===== src/design/matrix_row_column_sorter_core_defines.svh =====
// assertion helpers used by the sorter controller
`ifndef MATRIX_ROW_COLUMN_SORTER_CORE_DEFINES_SVH
`define MATRIX_ROW_COLUMN_SORTER_CORE_DEFINES_SVH

// same-cycle implication, disabled during reset
`define MRCS_ASSERT_IMP(label, ante, cons, msg) \
    label: assert property (@(posedge i_clk) disable iff (!i_rst_n) (ante) |-> (cons)) \
        else $error(msg);

// next-cycle implication, disabled during reset
`define MRCS_ASSERT_NXT(label, ante, cons, msg) \
    label: assert property (@(posedge i_clk) disable iff (!i_rst_n) (ante) |=> (cons)) \
        else $error(msg);

`endif


===== src/design/mrcs_pkg.sv =====
`timescale 1ns / 1ps
`default_nettype none

package mrcs_pkg;

    localparam int DATA_W = 32;

    // register indexes on the configuration port
    localparam logic [1:0] REG_SORT_DIRECTION = 2'd0;
    localparam logic [1:0] REG_NUM_ROWS       = 2'd1;
    localparam logic [1:0] REG_NUM_COLS       = 2'd2;

    typedef struct packed {
        logic mem_wr_in;
        logic fetch_rd;
        logic wb_wr;
        logic emit_rd;
        logic sort_en;
        logic sort_odd;
        logic line_first;
        logic line_next;
        logic line_rewind;
        logic addr_clr;
    } t_dp_cmd;

    typedef struct packed {
        logic out_free;
    } t_dp_status;

endpackage

`default_nettype wire


===== src/design/matrix_row_column_sorter_core.sv =====
`timescale 1ns / 1ps
`default_nettype none
// Matrix row/column sorter. Elements of a signed 32-bit matrix arrive in row-major order,
// one per request, until num_rows x num_cols have been taken (a dimension of 0 acts as 1,
// any value above the maximum acts as the maximum). The block then sorts every column
// (sort_direction 0) or every row (sort_direction 1) in ascending signed order and sends
// the whole matrix back in row-major order with the row and column of each element and
// tlast on the final element. Input is ready throughout loading. Each line is then
// read from the single-port element store into a line buffer, sorted by odd-even
// transposition and written back; emission advances while the output register is free
// or the sink is ready. Loading, fetching, write-back and emission all use the one store
// port. Input is not taken while sorting or emitting; it is taken again while the last
// result still waits in the output register.
// Registers sit at byte addresses 0 (sort_direction), 4 (num_rows) and 8 (num_cols).

module matrix_row_column_sorter_core #(
    parameter int MAX_ROWS = 8,
    parameter int MAX_COLS = 8
) (
    input  wire logic        i_clk,
    input  wire logic        i_rst_n,
    input  wire logic        psel,
    input  wire logic        penable,
    input  wire logic        pwrite,
    input  wire logic [3:0]  paddr,
    input  wire logic [31:0] pwdata,
    output logic [31:0]      prdata,
    output logic             pready,
    input  wire logic        s_axis_tvalid,
    output logic             s_axis_tready,
    input  wire logic [31:0] s_axis_tdata,  // [31:0] elem_value
    output logic             m_axis_tvalid,
    input  wire logic        m_axis_tready,
    output logic [39:0]      m_axis_tdata,  // [31:0] out_value, [34:32] out_row, [37:35] out_col
    output logic             m_axis_tlast
);
    import mrcs_pkg::*;

    localparam int LANES  = (MAX_ROWS > MAX_COLS) ? MAX_ROWS : MAX_COLS;
    localparam int DIM_W  = $clog2(LANES + 1);
    localparam int LANE_W = (LANES > 1) ? $clog2(LANES) : 1;
    localparam int CW     = (DIM_W > 4) ? DIM_W : 4;

    logic             r_dir;
    logic [3:0]       r_rows, r_cols;
    logic [1:0]       w_reg_idx;
    logic             w_wr;
    logic [CW-1:0]    w_rows_x, w_cols_x;
    logic [DIM_W-1:0] w_rows, w_cols;

    t_dp_cmd          w_cmd;
    t_dp_status       w_status;
    logic [LANE_W-1:0] w_idx;
    logic [DIM_W-1:0] w_len, w_row, w_col;
    logic             w_last;
    logic signed [31:0] w_out_value;
    logic [2:0]       w_out_row, w_out_col;

    assign w_reg_idx = paddr[3:2];
    assign w_wr      = psel && penable && pwrite;
    assign pready    = 1'b1;

    always_ff @(posedge i_clk) begin
        if (!i_rst_n) begin
            r_dir  <= 1'b0;
            r_rows <= 4'd8;
            r_cols <= 4'd5;
        end else if (w_wr) begin
            unique case (w_reg_idx)
                REG_SORT_DIRECTION: r_dir  <= pwdata[0];
                REG_NUM_ROWS:       r_rows <= pwdata[3:0];
                REG_NUM_COLS:       r_cols <= pwdata[3:0];
                default: ;
            endcase
        end
    end

    always_comb begin
        unique case (w_reg_idx)
            REG_SORT_DIRECTION: prdata = {31'd0, r_dir};
            REG_NUM_ROWS:       prdata = {28'd0, r_rows};
            REG_NUM_COLS:       prdata = {28'd0, r_cols};
            default:            prdata = '0;
        endcase
    end

    // dimension clamp
    always_comb begin
        w_rows_x = CW'(r_rows);
        w_cols_x = CW'(r_cols);
        if (w_rows_x == '0) begin
            w_rows_x = CW'(1);
        end else if (w_rows_x > CW'(MAX_ROWS)) begin
            w_rows_x = CW'(MAX_ROWS);
        end
        if (w_cols_x == '0) begin
            w_cols_x = CW'(1);
        end else if (w_cols_x > CW'(MAX_COLS)) begin
            w_cols_x = CW'(MAX_COLS);
        end
    end

    assign w_rows = DIM_W'(w_rows_x);
    assign w_cols = DIM_W'(w_cols_x);

    mrcs_ctrl #(
        .MAX_ROWS (MAX_ROWS),
        .MAX_COLS (MAX_COLS)
    ) u_ctrl (
        .i_clk      (i_clk),
        .i_rst_n    (i_rst_n),
        .i_dir      (r_dir),
        .i_rows     (w_rows),
        .i_cols     (w_cols),
        .i_s_tvalid (s_axis_tvalid),
        .o_s_tready (s_axis_tready),
        .o_cmd      (w_cmd),
        .i_status   (w_status),
        .o_idx      (w_idx),
        .o_len      (w_len),
        .o_row      (w_row),
        .o_col      (w_col),
        .o_last     (w_last)
    );

    mrcs_dp #(
        .MAX_ROWS (MAX_ROWS),
        .MAX_COLS (MAX_COLS)
    ) u_dp (
        .i_clk       (i_clk),
        .i_rst_n     (i_rst_n),
        .i_dir       (r_dir),
        .i_cols      (w_cols),
        .i_cmd       (w_cmd),
        .o_status    (w_status),
        .i_idx       (w_idx),
        .i_len       (w_len),
        .i_row       (w_row),
        .i_col       (w_col),
        .i_last      (w_last),
        .i_in_value  (s_axis_tdata),
        .o_out_value (w_out_value),
        .o_out_row   (w_out_row),
        .o_out_col   (w_out_col),
        .o_out_last  (m_axis_tlast),
        .o_out_valid (m_axis_tvalid),
        .i_out_ready (m_axis_tready)
    );

    assign m_axis_tdata = {2'b00, w_out_col, w_out_row, w_out_value};

endmodule

`default_nettype wire


===== src/design/mrcs_dp.sv =====
`timescale 1ns / 1ps
`default_nettype none

module mrcs_dp #(
    parameter int MAX_ROWS = 8,
    parameter int MAX_COLS = 8,
    localparam int LANES  = (MAX_ROWS > MAX_COLS) ? MAX_ROWS : MAX_COLS,
    localparam int DIM_W  = $clog2(LANES + 1),
    localparam int LANE_W = (LANES > 1) ? $clog2(LANES) : 1,
    localparam int DEPTH  = MAX_ROWS * MAX_COLS,
    localparam int ADDR_W = (DEPTH > 1) ? $clog2(DEPTH) : 1
) (
    input  wire logic                     i_clk,
    input  wire logic                     i_rst_n,
    input  wire logic                     i_dir,
    input  wire logic [DIM_W-1:0]         i_cols,
    input  wire mrcs_pkg::t_dp_cmd        i_cmd,
    output mrcs_pkg::t_dp_status          o_status,
    input  wire logic [LANE_W-1:0]        i_idx,
    input  wire logic [DIM_W-1:0]         i_len,
    input  wire logic [DIM_W-1:0]         i_row,
    input  wire logic [DIM_W-1:0]         i_col,
    input  wire logic                     i_last,
    input  wire logic signed [31:0]       i_in_value,
    output logic signed [31:0]            o_out_value,
    output logic [2:0]                    o_out_row,
    output logic [2:0]                    o_out_col,
    output logic                          o_out_last,
    output logic                          o_out_valid,
    input  wire logic                     i_out_ready
);
    import mrcs_pkg::*;

    logic signed [DATA_W-1:0] r_mem [DEPTH];
    logic signed [DATA_W-1:0] r_buf [LANES];
    logic signed [DATA_W-1:0] n_buf [LANES];
    logic signed [DATA_W-1:0] r_rdata;
    logic signed [DATA_W-1:0] w_wdata;
    logic [ADDR_W-1:0]        r_addr, n_addr;
    logic [ADDR_W-1:0]        r_base, n_base;
    logic [ADDR_W-1:0]        w_stride, w_bstep;
    logic                     r_fetch_v;
    logic [LANE_W-1:0]        r_fetch_lane;
    logic                     r_out_valid;
    logic signed [DATA_W-1:0] r_out_value;
    logic [2:0]               r_out_row, r_out_col;
    logic                     r_out_last;
    logic                     w_we;

    assign w_stride = i_dir ? ADDR_W'(1) : ADDR_W'(i_cols);
    assign w_bstep  = i_dir ? ADDR_W'(i_cols) : ADDR_W'(1);

    always_comb begin
        n_addr = r_addr;
        n_base = r_base;
        if (i_cmd.line_first) begin
            n_base = '0;
            n_addr = '0;
        end else if (i_cmd.line_next) begin
            n_base = r_base + w_bstep;
            n_addr = r_base + w_bstep;
        end else if (i_cmd.line_rewind) begin
            n_addr = r_base;
        end else if (i_cmd.addr_clr) begin
            n_addr = '0;
        end else if (i_cmd.fetch_rd || i_cmd.wb_wr) begin
            n_addr = r_addr + w_stride;
        end else if (i_cmd.mem_wr_in || i_cmd.emit_rd) begin
            n_addr = r_addr + ADDR_W'(1);
        end
    end

    always_ff @(posedge i_clk) begin
        if (!i_rst_n) begin
            r_addr <= '0;
            r_base <= '0;
        end else begin
            r_addr <= n_addr;
            r_base <= n_base;
        end
    end

    // single-port store, one address shared by writes and reads
    assign w_we    = i_cmd.mem_wr_in || i_cmd.wb_wr;
    assign w_wdata = i_cmd.wb_wr ? r_buf[i_idx] : i_in_value;

    always_ff @(posedge i_clk) begin
        if (w_we) begin
            r_mem[r_addr] <= w_wdata;
        end
        if (i_cmd.fetch_rd) begin
            r_rdata <= r_mem[r_addr];
        end
        if (i_cmd.emit_rd) begin
            r_out_value <= r_mem[r_addr];
        end
    end

    always_ff @(posedge i_clk) begin
        if (!i_rst_n) begin
            r_fetch_v <= 1'b0;
        end else begin
            r_fetch_v <= i_cmd.fetch_rd;
        end
        if (i_cmd.fetch_rd) begin
            r_fetch_lane <= i_idx;
        end
    end

    // odd-even transposition step over the line buffer
    always_comb begin
        for (int j = 0; j < LANES; j++) begin
            n_buf[j] = r_buf[j];
        end
        for (int j = 0; j < LANES - 1; j++) begin
            if ((1'(j % 2) == i_cmd.sort_odd) && (j + 1 < int'(i_len))
                    && (r_buf[j] > r_buf[j+1])) begin
                n_buf[j]   = r_buf[j+1];
                n_buf[j+1] = r_buf[j];
            end
        end
    end

    always_ff @(posedge i_clk) begin
        if (r_fetch_v) begin
            r_buf[r_fetch_lane] <= r_rdata;
        end else if (i_cmd.sort_en) begin
            for (int j = 0; j < LANES; j++) begin
                r_buf[j] <= n_buf[j];
            end
        end
    end

    // output register
    always_ff @(posedge i_clk) begin
        if (!i_rst_n) begin
            r_out_valid <= 1'b0;
        end else if (i_cmd.emit_rd) begin
            r_out_valid <= 1'b1;
        end else if (i_out_ready) begin
            r_out_valid <= 1'b0;
        end
        if (i_cmd.emit_rd) begin
            r_out_row  <= 3'(i_row);
            r_out_col  <= 3'(i_col);
            r_out_last <= i_last;
        end
    end

    assign o_status.out_free = !r_out_valid || i_out_ready;
    assign o_out_valid       = r_out_valid;
    assign o_out_value       = r_out_value;
    assign o_out_row         = r_out_row;
    assign o_out_col         = r_out_col;
    assign o_out_last        = r_out_last;

endmodule

`default_nettype wire


===== src/design/mrcs_ctrl.sv =====
`timescale 1ns / 1ps
`default_nettype none
`include "matrix_row_column_sorter_core_defines.svh"

module mrcs_ctrl #(
    parameter int MAX_ROWS = 8,
    parameter int MAX_COLS = 8,
    localparam int LANES  = (MAX_ROWS > MAX_COLS) ? MAX_ROWS : MAX_COLS,
    localparam int DIM_W  = $clog2(LANES + 1),
    localparam int LANE_W = (LANES > 1) ? $clog2(LANES) : 1,
    localparam int DEPTH  = MAX_ROWS * MAX_COLS,
    localparam int CNT_W  = $clog2(DEPTH + 1)
) (
    input  wire logic                 i_clk,
    input  wire logic                 i_rst_n,
    input  wire logic                 i_dir,
    input  wire logic [DIM_W-1:0]     i_rows,
    input  wire logic [DIM_W-1:0]     i_cols,
    input  wire logic                 i_s_tvalid,
    output logic                      o_s_tready,
    output mrcs_pkg::t_dp_cmd         o_cmd,
    input  wire mrcs_pkg::t_dp_status i_status,
    output logic [LANE_W-1:0]         o_idx,
    output logic [DIM_W-1:0]          o_len,
    output logic [DIM_W-1:0]          o_row,
    output logic [DIM_W-1:0]          o_col,
    output logic                      o_last
);
    import mrcs_pkg::*;

    localparam logic [2:0] S_LOAD  = 3'd0;
    localparam logic [2:0] S_FETCH = 3'd1;
    localparam logic [2:0] S_SORT  = 3'd2;
    localparam logic [2:0] S_WB    = 3'd3;
    localparam logic [2:0] S_EMIT  = 3'd4;

    logic [2:0]       r_state, n_state;
    logic [CNT_W-1:0] r_load_cnt, n_load_cnt;
    logic [DIM_W-1:0] r_idx, n_idx;
    logic [DIM_W-1:0] r_phase, n_phase;
    logic [DIM_W-1:0] r_line, n_line;
    logic [DIM_W-1:0] r_row, n_row;
    logic [DIM_W-1:0] r_col, n_col;
    logic [DIM_W-1:0] w_len, w_lines;
    logic [CNT_W-1:0] w_total, w_cnt_inc;
    logic             w_last, w_load_done;

    assign w_len       = i_dir ? i_cols : i_rows;
    assign w_lines     = i_dir ? i_rows : i_cols;
    assign w_total     = CNT_W'(i_rows) * CNT_W'(i_cols);
    assign w_cnt_inc   = r_load_cnt + CNT_W'(1);
    assign w_last      = (r_row == i_rows - DIM_W'(1)) && (r_col == i_cols - DIM_W'(1));
    assign w_load_done = (r_state == S_LOAD) && i_s_tvalid && (w_cnt_inc >= w_total);

    always_comb begin
        n_state    = r_state;
        n_load_cnt = r_load_cnt;
        n_idx      = r_idx;
        n_phase    = r_phase;
        n_line     = r_line;
        n_row      = r_row;
        n_col      = r_col;
        o_cmd      = '0;
        o_s_tready = 1'b0;
        unique case (r_state)
            S_LOAD: begin
                o_s_tready = 1'b1;
                if (i_s_tvalid) begin
                    o_cmd.mem_wr_in = 1'b1;
                    if (w_cnt_inc >= w_total) begin
                        n_load_cnt       = '0;
                        o_cmd.line_first = 1'b1;
                        n_idx            = '0;
                        n_line           = '0;
                        n_state          = S_FETCH;
                    end else begin
                        n_load_cnt = w_cnt_inc;
                    end
                end
            end
            S_FETCH: begin
                if (r_idx < w_len) begin
                    o_cmd.fetch_rd = 1'b1;
                    n_idx          = r_idx + DIM_W'(1);
                end else begin
                    n_phase = '0;
                    n_state = S_SORT;
                end
            end
            S_SORT: begin
                o_cmd.sort_en  = 1'b1;
                o_cmd.sort_odd = r_phase[0];
                n_phase        = r_phase + DIM_W'(1);
                if (r_phase == w_len - DIM_W'(1)) begin
                    n_idx             = '0;
                    o_cmd.line_rewind = 1'b1;
                    n_state           = S_WB;
                end
            end
            S_WB: begin
                o_cmd.wb_wr = 1'b1;
                n_idx       = r_idx + DIM_W'(1);
                if (r_idx == w_len - DIM_W'(1)) begin
                    if (r_line == w_lines - DIM_W'(1)) begin
                        o_cmd.addr_clr = 1'b1;
                        n_row          = '0;
                        n_col          = '0;
                        n_state        = S_EMIT;
                    end else begin
                        o_cmd.line_next = 1'b1;
                        n_line          = r_line + DIM_W'(1);
                        n_idx           = '0;
                        n_state         = S_FETCH;
                    end
                end
            end
            S_EMIT: begin
                if (i_status.out_free) begin
                    o_cmd.emit_rd = 1'b1;
                    if (w_last) begin
                        // next matrix loads from the start of the store
                        o_cmd.addr_clr = 1'b1;
                        n_state        = S_LOAD;
                    end else if (r_col == i_cols - DIM_W'(1)) begin
                        n_col = '0;
                        n_row = r_row + DIM_W'(1);
                    end else begin
                        n_col = r_col + DIM_W'(1);
                    end
                end
            end
            default: begin
                n_state = S_LOAD;
            end
        endcase
    end

    always_ff @(posedge i_clk) begin
        if (!i_rst_n) begin
            r_state    <= S_LOAD;
            r_load_cnt <= '0;
            r_idx      <= '0;
            r_phase    <= '0;
            r_line     <= '0;
            r_row      <= '0;
            r_col      <= '0;
        end else begin
            r_state    <= n_state;
            r_load_cnt <= n_load_cnt;
            r_idx      <= n_idx;
            r_phase    <= n_phase;
            r_line     <= n_line;
            r_row      <= n_row;
            r_col      <= n_col;
        end
    end

    assign o_idx  = r_idx[LANE_W-1:0];
    assign o_len  = w_len;
    assign o_row  = r_row;
    assign o_col  = r_col;
    assign o_last = w_last;

    `MRCS_ASSERT_IMP(a_emit_slot_free, o_cmd.emit_rd, i_status.out_free,
        "emit read with output slot busy")
    `MRCS_ASSERT_NXT(a_load_done_sort, w_load_done,
        (r_state == S_FETCH) && (r_load_cnt == '0), "full matrix did not start sorting")
    `MRCS_ASSERT_NXT(a_emit_end_load, o_cmd.emit_rd && w_last, r_state == S_LOAD,
        "last element did not return to loading")
    `MRCS_ASSERT_IMP(a_phase_range, r_state == S_SORT, r_phase < w_len,
        "sort phase beyond line length")

endmodule

`default_nettype wire


===== config.mk =====
export PLATFORM = sky130hd
export DESIGN_NAME = matrix_row_column_sorter_core
export DESIGN_NICKNAME = d
export VERILOG_FILES = /design/src/design/mrcs_pkg.sv /design/src/design/matrix_row_column_sorter_core.sv /design/src/design/mrcs_dp.sv /design/src/design/mrcs_ctrl.sv
export VERILOG_INCLUDE_DIRS = /design/src /design/src/design
export SDC_FILE = /design/constraint.sdc
export NUM_CORES = 2
export LEC_CHECK = 0
export BUFFER_PORTS_ARGS = -buffer_cell sky130_fd_sc_hd__buf_4
export CAP_MARGIN = 40
export CORE_ASPECT_RATIO = 1.5
export CORE_MARGIN = 2
export CORE_UTILIZATION = 55
export CTS_BUF_LIST = sky130_fd_sc_hd__clkbuf_16
export DETAILED_ROUTE_END_ITERATION = 10
export PLACE_DENSITY = 0.73
export SLEW_MARGIN = 20
export SYNTH_ARGS = -nofsm -noshare
export SYNTH_HDL_FRONTEND = slang
export SYNTH_HIERARCHICAL = 1
export SYNTH_SLANG_ARGS = --single-unit

===== constraint.sdc =====
create_clock -name i_clk -period 6 [get_ports i_clk]
set_input_delay 1.5 -clock i_clk [delete_from_list [all_inputs] [get_ports i_clk]]
set_output_delay 1.5 -clock i_clk [all_outputs]
set_load 0.05 [all_outputs]

==> flow_metrics.py <==
metrics = {
    "outcome": {
        "outcome": "finished, final reports clean",
    },
    "cells_and_area": {
        "final_common_cell": "edfxtp_1",
        "final_cell_mix": "edfxtp_1 (2378), mux4_2 (730), inv_1 (304)",
        "nFillCells": 12700,
        "drive_gt1_share_pct": 26.1,
        "areaGrowthSynthToFinish_pct": 12.0,
        "nets": 5895,
    },
    "sta": {
        "fin_crit_sh_pct": 82.9,
        "report.final.slew_viol_count": 0,
        "relSlewSlack_pct": 34.9,
        "rsz0062_at_grt": "no",
        "fin_skew_ps": 37.2,
        "timing.setup.tns_ps": 0,
        "hold_viol": 0,
        "fmax_ghz": 0.201,
        "setup_viol": 0,
        "period_minus_slack_ps": 4970,
        "worstMarginPinSlew_ps": 969,
    },
    "yosys": {
        "synth.area.mux_share_pct": 16.7,
        "synth_compound_area_share_pct": 4.25,
        "yosys.area.top_type": "edfxtp_1",
        "synth_xor_area_share_pct": 0.474,
        "synth_edf_count": 2378,
        "ys.flop_type": "edfxtp_1",
        "ys_ff_latch": 2437,
        "synth_warnings": 6,
        "synth_top_area_share_pct": 69.0,
        "synth_area_um2": 104000,
        "synth_top_family_by_area": "multiplexers",
        "synth_fa_ha_area_share_pct": 3.29,
        "ys_seq_area_share_pct": 70.1,
        "netlist_top_cells_area": "edfxtp_1 (69%), mux4_2 (16%), ha_1 (3.2%)",
        "synthArstFlopShare_pct": 0,
        "synth_cell_types": 88,
        "synthSimpleGateAreaFrac_pct": 2.83,
        "syn_area_per_cell_um2": 19.5,
        "netlist_instances": 5312,
    },
    "drt": {
        "firstDrtPassIters": 6,
        "wire_per_inst_um": 32.4,
        "wl_um": 265000,
        "vias_per_cell": 6.65,
        "vias": 54400,
        "drtIter0Drc": 6861,
        "antenna_left": 0,
        "drcViolationCount": 0,
    },
    "setup_path": {
        "cp_cell_sequence": "nor2b_1, inv_1, o21a_1, ha_1, xor2_1, o21ba_2, o21ai_0, and4bb_2, a21o_1, nor2_1, nand2_1, nor4_1, buf_4, a31oi_1, o21ai_0, a21oi_1, nor3_1",
        "slowest_delay_ps": 690,
        "cp_max_fo": 12,
        "required_ps": 6740,
        "startpoint_type": "flip-flop",
        "arrival_ps": 5720,
        "critical_path.most_common_cell": "o21ai_0",
        "end_kind": "flip-flop",
        "worstSetupPathType": "reg2reg",
        "crit_path_top_delay_cell": "nor4_1",
    },
    "power": {
        "irDropWorstVdd_mv": 0.268,
        "leakage_nw": 37.9,
        "power_density_nw_per_um2": 294,
        "power_w": 0.0341,
    },
    "placement": {
        "hpwl_um": 166000,
        "port_buffers": 89,
        "gp_congestion": 0.931,
    },
    "run": {
        "cap_violations": 0,
    },
    "die": {
        "die_h_um": 535,
        "fp-row-count": 195,
        "die_area_um2": 192000,
        "io_pins": 151,
        "fp.dieW_um": 358,
        "initial_core_util_pct": 55.2,
        "coreArea_um2": 188000,
    },
    "global_route": {
        "grt_remaining_overflow": 0,
        "grt_pass1_wl_um": 384000,
        "grt_use_total_pct": 27.9,
        "grt_max_degree": 111,
        "antenna_found_initial": 10,
        "grt_pass1_vias": 55500,
    },
    "clock_tree": {
        "cts_tree": "built",
        "clockBufferDepth": 4,
        "numCtsBuffers": 215,
        "path_clk_slew_ps": 70,
        "cts_max_level": 4,
        "cts_root_buffer": "clkbuf_16",
        "clock_sinks": 2437,
        "insertion_delay_ps": 870,
        "ctsHoldBuffers": 0,
        "postCtsSetupBuffers": 0,
        "cts_resized": 0,
    },
    "worst_hold_path": {
        "hold_path.class": "reg2reg",
    },
}
-- synth_stat cells, drive strengths merged (24+ instances only) --
master,count
ha,263
mux4,730
nor2,169
nand2,96
clkbuf,182
edfxtp,2378
a21o,96
mux2i,72
nor2b,24
o21ai,81
xnor2,30
inv,263
and2,55
a21oi,131
nor3,34
a221o,148
nand3,55
nand4,47
dfxtp,59
buf,130
-- worst paths after layout --
path                          endpoint  slack [ps]                  from  cells after the start
hold reg to reg   u_ctrl/r_load_cnt[1]         480  u_ctrl/r_load_cnt[1]                      2
hold / removal    u_ctrl/r_load_cnt[1]         480  u_ctrl/r_load_cnt[1]                      2
setup / recovery             flip-flop        1030             r_rows[3]                     17
setup reg to reg             flip-flop        1030             r_rows[3]                     17
-- area by class of cell --
type,instances,area [um^2],share of cell area (%)
Inverter,264,993,0.857
Tap cell,2462,3080,2.66
Timing Repair Buffer,305,2710,2.34
Antenna cell,4,10.0,0.00863
Multi-Input combinational cell,2328,29600,25.6
Clock buffer,218,5460,4.71
Clock inverter,173,1450,1.25
Sequential cell,2437,72600,62.6
-- flip-flops by register name (all words and copies together) (netlist names), 6 cells and up, named ones only --
signal / cells
u_ctrl/r_load_cnt: 7
u_dp/o_out_value: 32
u_dp/r_addr: 6
u_dp/r_base: 6
u_dp/r_buf: 256
u_dp/r_mem: 2048
u_dp/r_rdata: 32
-- layer usage --
layer,GRT usage [%],vias up,routed length (um)
met2,49.1,2761,140000
met4,13.1,6,14000
met5,0,-,38
met1,34.2,28700,92700
li1,-,22400,-
met3,3.44,594,19100
-- where the power goes --
part | internal [W] | switching [W] | total [W] | leakage (nW)
clock | 0.00762 | 0.00606 | 0.0137 | 3.54
combinational | 0.000706 | 0.000980 | 0.00169 | 12.4
sequential | 0.0187 | 0.0000358 | 0.0187 | 21.9
-- worst max-delay path, delay by kind of cell (launching register included) --
family / cells / cell delay, ps
xor gates and xnor gates: 1 / 310
AOI/OAI and AO/OA: 7 / 1320
buffers and inverters: 2 / 470
adders and majority gates: 1 / 240
DFF: 1 / 450
and+or+nand+nor: 6 / 2100
-- through the flow --
step | instance area [um^2] | worst slack [ps] | std cells | utilization, % | hold WS [ps]
6_report | 116000 | 1030 | 8191 | 61.8 | 482
5_1_grt | 116000 | 625 | 8188 | 61.8 | 518
4_1_cts | 116000 | 1090 | 8179 | 61.7 | 486
2_1_floorplan | 104000 | 245 | 5341 | - | 448
3_3_place_gp | 109000 | 1050 | 7772 | 57.9 | 461
3_5_place_dp | 109000 | 1110 | 7788 | 58.0 | 477
-- kinds of logic (layout without fill, tap and decap cells) --
group / count (synthesis) / count (layout)
other cells: 2 / 35
mux: 812 / 812
buf+inv: 576 / 960
simple gates: 576 / 576
compound gates: 588 / 588
xor+xnor: 52 / 52
fa+ha+maj: 269 / 269
flops: 2437 / 2437
Power figures use the tool's default switching activity.
